File: src/hw/rtl/svc_pkg.sv
package svc_pkg;

    localparam int unsigned ValueW = 32;
    localparam int unsigned ByteW  = 8;
    localparam int unsigned CntW   = 3;
    localparam int unsigned QDepth = 2;
    localparam int unsigned QPtrW  = 1;
    localparam int unsigned QCntW  = 2;

    // direction register codes
    localparam logic DirEncode = 1'b0;
    localparam logic DirDecode = 1'b1;

    // byte positions within an encoded value
    localparam logic [CntW-1:0] Pos0 = 3'd0;
    localparam logic [CntW-1:0] Pos1 = 3'd1;
    localparam logic [CntW-1:0] Pos2 = 3'd2;
    localparam logic [CntW-1:0] Pos3 = 3'd3;
    localparam logic [CntW-1:0] Pos4 = 3'd4;

    // one classified job waiting for the back end
    typedef struct packed {
        logic              is_dec;  // decode result (one word) vs encode run
        logic [ValueW-1:0] word;    // encode: magnitude, decode: final value
        logic              sign;    // encode sign bit
        logic [CntW-1:0]   nbytes;  // encode byte count, 1..5
        logic              trunc;   // decode cut off by buffer end
    } t_entry;

    typedef struct packed {
        logic   valid;
        t_entry entry;
    } t_push;

    typedef struct packed {
        logic full;
        logic head_valid;
    } t_q_stat;

endpackage

File: src/hw/rtl/svc_front.sv
module svc_front (
    input  logic                          i_clk,
    input  logic                          i_rst_n,
    input  logic                          i_cfg_we,
    input  logic                          i_cfg_wdata,
    input  logic                          i_accept,
    input  logic signed [svc_pkg::ValueW-1:0] i_value_in,
    input  logic [svc_pkg::ByteW-1:0]     i_byte_in,
    input  logic                          i_buffer_end,
    output svc_pkg::t_push                o_push
);

    logic                        r_dir;
    logic [svc_pkg::ValueW-1:0]  r_acc, n_acc;
    logic [svc_pkg::CntW-1:0]    r_idx, n_idx;
    logic                        r_sign, n_sign;

    logic [svc_pkg::ValueW-1:0]  w_acc;
    logic                        w_sign;
    logic                        w_done;
    logic [svc_pkg::ValueW-1:0]  w_mag;
    logic                        w_neg;
    logic [svc_pkg::CntW-1:0]    w_nbytes;

    // encode classification: magnitude word and byte count
    always_comb begin
        w_neg = i_value_in[svc_pkg::ValueW-1];
        w_mag = w_neg ? ~i_value_in : i_value_in;
        if (w_mag[31:6] == '0)       w_nbytes = 3'd1;
        else if (w_mag[31:13] == '0) w_nbytes = 3'd2;
        else if (w_mag[31:20] == '0) w_nbytes = 3'd3;
        else if (w_mag[31:27] == '0) w_nbytes = 3'd4;
        else                         w_nbytes = 3'd5;
    end

    // decode: merge this byte into the accumulator
    always_comb begin
        w_acc  = r_acc;
        w_sign = r_sign;
        case (r_idx)
            svc_pkg::Pos0: begin
                w_sign = i_byte_in[6];
                w_acc  = {26'd0, i_byte_in[5:0]};
            end
            svc_pkg::Pos1: w_acc[12:6]  = i_byte_in[6:0];
            svc_pkg::Pos2: w_acc[19:13] = i_byte_in[6:0];
            svc_pkg::Pos3: w_acc[26:20] = i_byte_in[6:0];
            svc_pkg::Pos4: w_acc[31:27] = i_byte_in[4:0];  // upper bits dropped
            default: w_acc = r_acc;
        endcase
        w_done = !i_byte_in[7] || (r_idx >= svc_pkg::Pos4);
    end

    // next decode state and queue push
    always_comb begin
        n_acc  = r_acc;
        n_idx  = r_idx;
        n_sign = r_sign;
        o_push = '0;
        if (i_accept) begin
            if (r_dir == svc_pkg::DirEncode) begin
                o_push.valid        = 1'b1;
                o_push.entry.is_dec = 1'b0;
                o_push.entry.word   = w_mag;
                o_push.entry.sign   = w_neg;
                o_push.entry.nbytes = w_nbytes;
                o_push.entry.trunc  = 1'b0;
            end else if (!w_done && !i_buffer_end) begin
                n_acc  = w_acc;
                n_sign = w_sign;
                n_idx  = r_idx + 3'd1;
            end else begin
                o_push.valid        = 1'b1;
                o_push.entry.is_dec = 1'b1;
                o_push.entry.word   = w_sign ? ~w_acc : w_acc;
                o_push.entry.sign   = 1'b0;
                o_push.entry.nbytes = 3'd1;
                o_push.entry.trunc  = !w_done;
                n_acc  = '0;
                n_sign = 1'b0;
                n_idx  = '0;
            end
        end
        if (i_cfg_we) begin
            n_acc  = '0;
            n_sign = 1'b0;
            n_idx  = '0;
        end
    end

    always_ff @(posedge i_clk) begin
        if (!i_rst_n) begin
            r_dir  <= svc_pkg::DirEncode;
            r_acc  <= '0;
            r_idx  <= '0;
            r_sign <= 1'b0;
        end else begin
            if (i_cfg_we) r_dir <= i_cfg_wdata;
            r_acc  <= n_acc;
            r_idx  <= n_idx;
            r_sign <= n_sign;
        end
    end

endmodule

File: src/hw/rtl/svc_queue.sv
module svc_queue (
    input  logic              i_clk,
    input  logic              i_rst_n,
    input  svc_pkg::t_push    i_push,
    input  logic              i_pop,
    output svc_pkg::t_q_stat  o_stat,
    output svc_pkg::t_entry   o_head
);

    svc_pkg::t_entry               r_mem [svc_pkg::QDepth];
    logic [svc_pkg::QPtrW-1:0]     r_wp, r_rp;
    logic [svc_pkg::QCntW-1:0]     r_count, n_count;

    assign o_stat.full       = (r_count == 2'(svc_pkg::QDepth));
    assign o_stat.head_valid = (r_count != '0);
    assign o_head            = r_mem[r_rp];

    always_comb begin
        n_count = r_count;
        if (i_push.valid && !i_pop) n_count = r_count + 2'd1;
        if (!i_push.valid && i_pop) n_count = r_count - 2'd1;
    end

    // storage
    always_ff @(posedge i_clk) begin
        if (i_push.valid) r_mem[r_wp] <= i_push.entry;
    end

    // pointers
    always_ff @(posedge i_clk) begin
        if (!i_rst_n) begin
            r_wp    <= '0;
            r_rp    <= '0;
            r_count <= '0;
        end else begin
            if (i_push.valid) r_wp <= r_wp + 1'b1;
            if (i_pop)        r_rp <= r_rp + 1'b1;
            r_count <= n_count;
        end
    end

    a_no_overflow: assert property (@(posedge i_clk) disable iff (!i_rst_n)
        i_push.valid |-> (!o_stat.full || i_pop))
        else $error("queue push while full");

    a_no_underflow: assert property (@(posedge i_clk) disable iff (!i_rst_n)
        i_pop |-> o_stat.head_valid)
        else $error("queue pop while empty");

    a_count_range: assert property (@(posedge i_clk) disable iff (!i_rst_n)
        r_count <= 2'(svc_pkg::QDepth))
        else $error("queue count out of range");

endmodule

File: src/hw/rtl/svc_back.sv
module svc_back (
    input  logic                          i_clk,
    input  logic                          i_rst_n,
    input  svc_pkg::t_q_stat              i_stat,
    input  svc_pkg::t_entry               i_head,
    output logic                          o_pop,
    output logic                          o_valid,
    input  logic                          i_ready,
    output logic [svc_pkg::ByteW-1:0]     o_byte_out,
    output logic signed [svc_pkg::ValueW-1:0] o_value_out,
    output logic                          o_last_of_run,
    output logic                          o_truncated
);

    logic [svc_pkg::CntW-1:0]    r_bidx, n_bidx;
    logic                        r_ov;
    logic [svc_pkg::ByteW-1:0]   r_byte;
    logic [svc_pkg::ValueW-1:0]  r_val;
    logic                        r_last;
    logic                        r_trunc;

    logic                        w_load;
    logic                        w_last;
    logic [6:0]                  w_bits;
    logic [svc_pkg::ByteW-1:0]   w_byte;

    // current byte of the head encode run
    always_comb begin
        case (r_bidx)
            svc_pkg::Pos0: w_bits = {i_head.sign, i_head.word[5:0]};
            svc_pkg::Pos1: w_bits = i_head.word[12:6];
            svc_pkg::Pos2: w_bits = i_head.word[19:13];
            svc_pkg::Pos3: w_bits = i_head.word[26:20];
            svc_pkg::Pos4: w_bits = {2'b00, i_head.word[31:27]};
            default:       w_bits = '0;
        endcase
        w_last = i_head.is_dec || (r_bidx == i_head.nbytes - 3'd1);
        w_byte = i_head.is_dec ? '0 : {!w_last, w_bits};
    end

    assign w_load = i_stat.head_valid && (!r_ov || i_ready);
    assign o_pop  = w_load && w_last;

    always_comb begin
        n_bidx = r_bidx;
        if (w_load) n_bidx = w_last ? '0 : r_bidx + 3'd1;
    end

    // output register
    always_ff @(posedge i_clk) begin
        if (!i_rst_n) begin
            r_ov   <= 1'b0;
            r_bidx <= '0;
        end else begin
            r_bidx <= n_bidx;
            if (w_load)       r_ov <= 1'b1;
            else if (i_ready) r_ov <= 1'b0;
        end
    end

    always_ff @(posedge i_clk) begin
        if (w_load) begin
            r_byte  <= w_byte;
            r_val   <= i_head.is_dec ? i_head.word : '0;
            r_last  <= w_last;
            r_trunc <= i_head.is_dec && i_head.trunc;
        end
    end

    assign o_valid       = r_ov;
    assign o_byte_out    = r_byte;
    assign o_value_out   = r_val;
    assign o_last_of_run = r_last;
    assign o_truncated   = r_trunc;

    a_run_has_head: assert property (@(posedge i_clk) disable iff (!i_rst_n)
        (r_bidx != '0) |-> (i_stat.head_valid && !i_head.is_dec))
        else $error("encode run in progress without its queue entry");

    a_more_bytes: assert property (@(posedge i_clk) disable iff (!i_rst_n)
        (r_ov && !r_last) |-> i_stat.head_valid)
        else $error("non-final byte shown but run is gone");

endmodule

File: src/hw/rtl/signed_varint_stream_codec_core.sv
// Signed varint codec, 6/7-bit groups with one's-complement sign.
// Input channel (i_valid / o_ready): in encode mode each word carries an
// integer on i_value_in; in decode mode each word carries one encoded byte on
// i_byte_in, with i_buffer_end marking the last byte of a buffer.
// Output channel (o_valid / i_ready): encode yields 1 to 5 byte words per
// integer, o_last_of_run on the last; decode yields one value word per
// completed (or cut-off, o_truncated) value.
// i_cfg_we / i_cfg_wdata set the direction (0 encode, 1 decode) and clear the
// partial decode value; write only while the block is idle.
// An accepted input word is written into the job queue, then into the output
// register. Throughput: one input word per cycle in decode mode while the
// queue is not full; in encode mode one output byte per cycle while the
// receiver is ready, set by the single output byte register fed from a
// two-entry job queue between the front classifier and the back serializer.
// Reset: direction goes to encode, decode state and queue are cleared.
// When the receiver stalls, the output word holds, the queue fills, and
// o_ready drops once both queue entries are taken.
module signed_varint_stream_codec_core (
    input  logic                          i_clk,
    input  logic                          i_rst_n,
    input  logic                          i_cfg_we,
    input  logic                          i_cfg_wdata,
    input  logic                          i_valid,
    output logic                          o_ready,
    input  logic signed [svc_pkg::ValueW-1:0] i_value_in,
    input  logic [svc_pkg::ByteW-1:0]     i_byte_in,
    input  logic                          i_buffer_end,
    output logic                          o_valid,
    input  logic                          i_ready,
    output logic [svc_pkg::ByteW-1:0]     o_byte_out,
    output logic signed [svc_pkg::ValueW-1:0] o_value_out,
    output logic                          o_last_of_run,
    output logic                          o_truncated
);

    svc_pkg::t_push    w_push;
    svc_pkg::t_q_stat  w_stat;
    svc_pkg::t_entry   w_head;
    logic              w_pop;
    logic              w_accept;

    assign o_ready  = !w_stat.full;
    assign w_accept = i_valid && o_ready;

    svc_front u_front (
        .i_clk        (i_clk),
        .i_rst_n      (i_rst_n),
        .i_cfg_we     (i_cfg_we),
        .i_cfg_wdata  (i_cfg_wdata),
        .i_accept     (w_accept),
        .i_value_in   (i_value_in),
        .i_byte_in    (i_byte_in),
        .i_buffer_end (i_buffer_end),
        .o_push       (w_push)
    );

    svc_queue u_queue (
        .i_clk   (i_clk),
        .i_rst_n (i_rst_n),
        .i_push  (w_push),
        .i_pop   (w_pop),
        .o_stat  (w_stat),
        .o_head  (w_head)
    );

    svc_back u_back (
        .i_clk         (i_clk),
        .i_rst_n       (i_rst_n),
        .i_stat        (w_stat),
        .i_head        (w_head),
        .o_pop         (w_pop),
        .o_valid       (o_valid),
        .i_ready       (i_ready),
        .o_byte_out    (o_byte_out),
        .o_value_out   (o_value_out),
        .o_last_of_run (o_last_of_run),
        .o_truncated   (o_truncated)
    );

endmodule
File: config.mk
export PLATFORM = sky130hd
export DESIGN_NAME = signed_varint_stream_codec_core
export DESIGN_NICKNAME = d
export VERILOG_FILES = /design/src/hw/rtl/svc_pkg.sv /design/src/hw/rtl/svc_front.sv /design/src/hw/rtl/svc_queue.sv /design/src/hw/rtl/svc_back.sv /design/src/hw/rtl/signed_varint_stream_codec_core.sv
export SDC_FILE = /design/constraint.sdc
export NUM_CORES = 1
export LEC_CHECK = 0
export ABC_AREA = 0
export BUFFER_PORTS_ARGS = -buffer_cell sky130_fd_sc_hd__buf_2
export CAP_MARGIN = 20
export CORE_MARGIN = 2
export CORE_UTILIZATION = 53
export DETAILED_ROUTE_END_ITERATION = 10
export PLACE_DENSITY_LB_ADDON = 0.1
export SKIP_CTS_REPAIR_TIMING = 1
export SYNTH_ARGS = -nofsm -noshare
export SYNTH_HDL_FRONTEND = slang
export SYNTH_SLANG_ARGS = --single-unit
File: constraint.sdc
create_clock -name i_clk -period 2.8 [get_ports i_clk]
set_input_delay 0.56 -clock i_clk [delete_from_list [all_inputs] [get_ports i_clk]]
set_output_delay 0.56 -clock i_clk [all_outputs]
set_load 0.01 [all_outputs]
==> implementation parameters, run 1 <==
Parameter                              Value

Synthesis
  Cell type contributing the most total cell area after synthesis    sky130_fd_sc_hd__edfxtp_1
  Syn Inst Count    692
  Flip-flop and latch count after synthesis    164
  Sequential fraction of the synthesis area    0.576
  Proportion of netlist area held by the largest area contributor    0.457
  Post-synth top flop    sky130_fd_sc_hd__edfxtp_1
  Async set or reset register ratio after synthesis    0
  Cell area after synthesis    7760 um^2
  Synthesized area divided by synthesized cell count    11.2 um^2
  Post-synthesis net count    751
  YS warnings    0
  Dominant cells by area after synthesis    sky130_fd_sc_hd__edfxtp_1 46%, sky130_fd_sc_hd__dfxtp_1 12%, sky130_fd_sc_hd__mux2i_1 6.1%, sky130_fd_sc_hd__nor2_1 5.5%, sky130_fd_sc_hd__xnor2_1 5.3%
  Cell variety after synth    51
  Count of flip-flops with a built-in enable after synthesis    118

STA
  Total setup violations reported at the end of the flow    0
  Final total negative setup slack    0 ps
  Endpoints failing hold    0
  Min cycle time layout    2560 ps
  Setup repair after global routing missed its margin    false
  Worst Hold Margin    379 ps
  Maximum frequency from static timing analysis    391 MHz
  Transition time of the tightest slew-check pin    647 ps
  Fin. max-slew vios    0
  Max transition margin    0.564
  Final clock period utilization by the worst path    0.914
  Clock skew after layout    11.0 ps

Floorplanning
  Initial core utilization    0.538
  Count of standard-cell rows    44
  Standard cell core area    14400 um^2
  Die footprint    15600 um^2
  Die extent in x    125 um
  Die extent in y    125 um
  I/O pins    91

Power
  IR drop worst, VDD    355 uV
  Overall Power    8.05 mW
  Static Leakage    3.32 nW
  Pwr dens    890 nW/um^2

Routing
  Number of violations reported at the end of detailed-routing iteration 0    502
  DRC violation count after routing    0
  Number of vias per cell after detailed routing    5.67
  Average wire per cell in the routed design    17.9 um
  Remaining antenna violation count    0
  Aggregate routed wire length    17.5 mm
  Number of iterations in the first detailed-routing pass    5
  Overall via count from detail_route    5533

Global routing
  Remaining global-route overflow    0
  Number of antenna violations at the first check in global routing    0
  Number of global-route vias before repair    5316
  Global-route wire length before repair    28.1 mm
  Overall global routing resource usage    0.229
  Pin count of the biggest net entering global routing    46

Placed design
  Post-detailed-placement half-perimeter wirelength    12.8 mm
  Buffers on Ports    90
  Total placed cells including tap cells    945
  Final GP Congestion    0.905

Clock tree
  Cell chosen for the clock root    sky130_fd_sc_hd__clkbuf_16
  Clock-pin slew on the worst setup and hold paths    60 ps
  Number of levels the H-tree was split into    4
  Worst-skew pair later-pin latency    430 ps
  CTS tree    done
  Number of clock buffers inserted by TritonCTS    17
  CTS Buffer Depth    2
  TritonCTS Sinks    164

Final layout
  Post-route core utilization    0.627
  Most frequent cells in the layout    118 x sky130_fd_sc_hd__edfxtp_1, 112 x sky130_fd_sc_hd__nor2_1, 90 x sky130_fd_sc_hd__buf_2
  Final instance count without filler cells    976
  Ant diodes    0
  Signed area change from the synthesized netlist to the final layout    16.7%
  Share of layout cells above drive strength 1    0.191
  Final net count    839
  Most frequent standard cell in the layout excluding fill and tap cells    sky130_fd_sc_hd__edfxtp_1

Worst setup path
  CP max-delay cell    sky130_fd_sc_hd__dfxtp_2
  Required time of the critical path    3150 ps
  Crit-path leading delay family    simple AND/OR/NAND/NOR gates
  Number of buffer and inverter stages on the critical path    0
  Crit path capture type    flip-flop
  CP arrival    2910 ps
  Critical path, cell by cell    mux2i_1 > ha_1 > xnor2_1 > xnor2_1 > nand3_1 > and2_1 > nor2_1 > ha_1 > or3_1 > a21oi_1
  Critical path launch point type    flip-flop
  Biggest cell delay along the critical path    430 ps
  Setup CP Type    flip-flop to flip-flop
  Worst Path Max Fanout    6

Outcome
  Result of the run    finished, final reports clean

Min path
  Classification of the worst-slack hold path    input port to flip-flop

Job
  Max capacitance violation total    0
==> power breakdown <==
part	leakage [nW]	switching, mW	internal [mW]
combinational	1.53	1.34	0.754
sequential	1.51	0.167	3.43
clock	0.284	0.954	1.41
==> per-layer routing <==
layer,track usage,wire (um),vias up
li1,-,-,2682
met1,0.311,7600,2567
met2,0.362,8020,242
met3,0.0479,1310,42
met4,0.0961,557,0
met5,0,0,-
==> cell usage after synthesis, drive strengths merged, types with 2 or more instances <==
cell	instances
edfxtp	118
nor2	113
mux2i	48
xnor2	47
dfxtp	46
nand2	33
a21oi	28
o22ai	28
clkbuf	24
xor2	23
a22oi	20
buf	16
inv	16
o21ai	16
and3	12
ha	12
a31oi	11
nand3	10
nor3	9
a2bb2oi	7
o22a	6
or3	6
nand4	5
or4	5
and4	4
nor2b	4
nor4	4
nand2b	3
a211oi	2
and2	2
o21a	2
or2	2
==> per-stage QoR <==
stage	setup WS [ps]	cell area, um^2
2_1_floorplan	162	7760
4_1_cts	255	9050
3_3_place_gp	406	8450
6_report	241	9050
5_1_grt	92.6	9050
3_5_place_dp	265	8450
==> path summary, 6_finish.rpt <==
path	start	end	cells past startpoint	slack, ps
max	flip-flop	u_queue.r_count[1]	10	240
min	i_cfg_wdata	u_front.r_dir	3	380
min reg2reg	u_front.r_acc[13]	u_front.r_acc[13]	2	450
max reg2reg	flip-flop	u_queue.r_count[1]	10	240
==> area by class of cell <==
class | count | area [um^2]
fill | 1177 | 5380
clock inverter | 14 | 178
multi-input combinational | 471 | 3070
clock buffer | 17 | 425
inverter | 17 | 63.8
tap | 184 | 230
timing repair buffer | 109 | 618
sequential | 164 | 4470
==> logic make-up after synthesis <==
family / share of synthesized area
buffers and inverters: 0.0308
AND/OR/NAND/NOR: 0.126
AO/OA/AOI/OAI: 0.105
flip-flops: 0.576
multiplexers: 0.0639
adder cells (fa/ha/maj): 0.0194
XOR/XNOR: 0.0790
==> flip-flops by register name, summed over array words and instances, names as in the netlist, 2 cells and up, named ones only <==
| register | cells |
|---|---|
| u_queue.r_mem | 76 |
| u_back.o_value_out | 32 |
| u_front.r_acc | 32 |
| u_back.o_byte_out | 8 |
| u_back.r_bidx | 3 |
| u_front.r_idx | 3 |
| u_queue.r_count | 2 |
==> worst min-delay path: cells and delay by family <==
family	cells	cell delay, ps
buffers and inverters	1	80
AND/OR/NAND/NOR	1	70
multiplexers	1	50
No activity file was read; power rests on OpenSTA's default activity.
==> run 2, diff against run 1 <==
--- a/config.mk
+++ b/config.mk
@@ -5,11 +5,10 @@
 export SDC_FILE = /design/constraint.sdc
 export NUM_CORES = 1
 export LEC_CHECK = 0
-export ABC_AREA = 0
 export BUFFER_PORTS_ARGS = -buffer_cell sky130_fd_sc_hd__buf_2
 export CAP_MARGIN = 20
 export CORE_MARGIN = 2
-export CORE_UTILIZATION = 53
+export CORE_UTILIZATION = 58
 export DETAILED_ROUTE_END_ITERATION = 10
 export PLACE_DENSITY_LB_ADDON = 0.1
 export SKIP_CTS_REPAIR_TIMING = 1
==> constraint.sdc (replaced) <==
create_clock -name i_clk -period 2.65 [get_ports i_clk]
set_input_delay 0.53 -clock i_clk [delete_from_list [all_inputs] [get_ports i_clk]]
set_output_delay 0.53 -clock i_clk [all_outputs]
set_load 0.02 [all_outputs]
==> implementation parameters, run 2 (synthesis results as in run 1) <==
Parameter                              Value

STA
  Final total negative setup slack    0 ps (unchanged)
  Endpoints failing hold    0 (unchanged)
  Worst Hold Margin    344 ps (-35.9 ps)
  Total setup violations reported at the end of the flow    0 (unchanged)
  Final clock period utilization by the worst path    0.910 (-0.00426)
  Min cycle time layout    2410 ps (-148 ps)
  Post-route worst setup slack    240 ps (-1.65 ps)
  Fin. max-slew vios    0 (unchanged)
  Clock skew after layout    7.07 ps (-3.98 ps)
  Maximum frequency from static timing analysis    415 MHz (+6.2%)
  Transition time of the tightest slew-check pin    600 ps (-47.3 ps)
  Setup repair after global routing missed its margin    false
  Max transition margin    0.600 (+0.0361)

Outcome
  Result of the run    finished, final reports clean

Clock tree
  CTS Buffer Depth    2 (unchanged)
  Worst-skew pair later-pin latency    420 ps (about the same)
  Clock-pin slew on the worst setup and hold paths    60 ps (about the same)
  Number of levels the H-tree was split into    4 (unchanged)
  TritonCTS Sinks    164 (unchanged)
  Number of clock buffers inserted by TritonCTS    17 (unchanged)
  Cell chosen for the clock root    sky130_fd_sc_hd__clkbuf_16
  CTS tree    done

Worst setup path
  Setup CP Type    flip-flop to flip-flop
  Crit path capture type    flip-flop
  Required time of the critical path    3000 ps (-150 ps)
  Worst Path Max Fanout    4 (-2)
  CP arrival    2760 ps (-150 ps)
  Critical path launch point type    flip-flop

Final layout
  Most frequent cells in the layout    118 x sky130_fd_sc_hd__edfxtp_1, 112 x sky130_fd_sc_hd__nor2_1, 90 x sky130_fd_sc_hd__buf_2
  Ant diodes    0 (unchanged)
  Share of layout cells above drive strength 1    0.199 (+0.00859)
  Signed area change from the synthesized netlist to the final layout    18.0%
  Most frequent standard cell in the layout excluding fill and tap cells    sky130_fd_sc_hd__edfxtp_1
  Max reg flops    76 (unchanged)
  Largest Register    u_queue.r_mem
  Final net count    844 (+0.60%)

Placed design
  Post-detailed-placement half-perimeter wirelength    12.8 mm (+0.11%)
  Pre-CTS WS    160 ps (-105 ps)
  Final GP Congestion    0.935 (+3.3%)
  Buffers on Ports    90 (unchanged)

Power
  Switching fraction of total power    0.320 (+0.0144)
  Pwr dens    984 nW/um^2 (+11%)
  Sequential cell fraction of total power    0.424 (-0.022)
  Net switching component of the power    2.89 mW (+17%)
  Internal power consumption    6.12 mW (+9.6%)
  IR drop worst, VDD    516 uV (+45%)
  Static Leakage    3.37 nW (+1.5%)
  Clock Power Share    0.297 (+0.004)
  Combinational power share    0.279 (+0.019)

Min path
  Classification of the worst-slack hold path    input port to flip-flop
  Hold Path Origin    i_cfg_wdata

Floorplanning
  Count of standard-cell rows    42 (-4.5%)
  Initial core utilization    0.590 (+0.0526)
  I/O pins    91 (unchanged)
  Die extent in x    120 um (-4.3%)
  Die extent in y    120 um (-4.3%)
  Die footprint    14300 um^2 (-8.3%)
  Standard cell core area    13100 um^2 (-8.9%)

Global routing
  Pin count of the biggest net entering global routing    46 (unchanged)
  Remaining global-route overflow    0 (unchanged)
  Number of global-route vias before repair    5335 (+0.36%)
  Number of antenna violations at the first check in global routing    0 (unchanged)
  Overall global routing resource usage    0.262 (+0.0325)
  Global-route wire length before repair    28.6 mm (+1.8%)

Routing
  WL met3    905 um (-31%)
  Number of violations reported at the end of detailed-routing iteration 0    467 (-7.0%)
  Highest routing layer actually used    met4
  Routed wire length on met2    8.90 mm (+11%)
  Remaining antenna violation count    0 (unchanged)
  Number of vias per cell after detailed routing    5.72 (+0.91%)
  Overall via count from detail_route    5572 (+0.70%)
  Number of iterations in the first detailed-routing pass    5 (unchanged)
  Aggregate routed wire length    17.9 mm (+2.5%)
  DRC violation count after routing    0 (unchanged)
  Routed metal-1 wire length    7.66 mm (+0.80%)
  Average wire per cell in the routed design    18.4 um (+2.7%)

Job
  Max capacitance violation total    0 (unchanged)
-- run 2: power by group through the flow --
| stage | Clock, mW | Sequential, mW | Combinational (mW) |
|---|---|---|---|
| floorplan | 0 | 4.30 | 1.24 |
| global placement | 0 | 3.83 | 2.45 |
| detailed placement | 0 | 3.86 | 2.49 |
| CTS | 2.72 | 3.82 | 2.51 |
| global route | 2.81 | 3.87 | 2.72 |
| finish | 2.68 | 3.82 | 2.51 |
-- run 2: per-layer routing --
| metal | vias up | GRT usage |
|---|---|---|
| met5 | - | 0 |
| met4 | 0 | 0.0963 |
| met3 | 35 | 0.0466 |
| met2 | 184 | 0.449 |
| met1 | 2653 | 0.335 |
| li1 | 2700 | - |
-- run 2: layout make-up --
| cell class | count | area, um^2 |
|---|---|---|
| repair buffers | 114 | 668 |
| fillers | 1002 | 3980 |
| clock buffers | 17 | 425 |
| clock inverters | 15 | 229 |
| well taps | 176 | 220 |
| multi-input cells | 471 | 3080 |
| inverters | 17 | 63.8 |
| flip-flops and latches | 164 | 4470 |
-- run 2: final timing paths --
path,to,slack [ps],cells after the start
setup / recovery,u_queue.r_count[1],240,10
hold / removal,u_front.r_dir,340,3
setup reg to reg,u_queue.r_count[1],240,10
hold reg to reg,u_front.r_acc[19],450,2
-- run 2: metrics by stage --
stage               cells   util  area [um^2]  power, mW
global route          974  0.697         9160       9.40
finish                974  0.697         9160       9.01
detailed placement    942  0.646         8490       6.35
floorplan             692      -         7760       5.54
CTS                   974  0.696         9140       9.04
global placement      942  0.646         8490       6.28
-- run 2: worst max-delay path, cell delays in order (launching register included) --
cell and delay [ps]:
sky130_fd_sc_hd__dfxtp_4 380, sky130_fd_sc_hd__mux2i_4 250, sky130_fd_sc_hd__ha_1 200, sky130_fd_sc_hd__xnor2_1 150, sky130_fd_sc_hd__xnor2_1 140, sky130_fd_sc_hd__nand3_1 130
sky130_fd_sc_hd__and2_1 210, sky130_fd_sc_hd__nor2_1 100, sky130_fd_sc_hd__ha_1 260, sky130_fd_sc_hd__or3_1 370, sky130_fd_sc_hd__a21oi_1 140
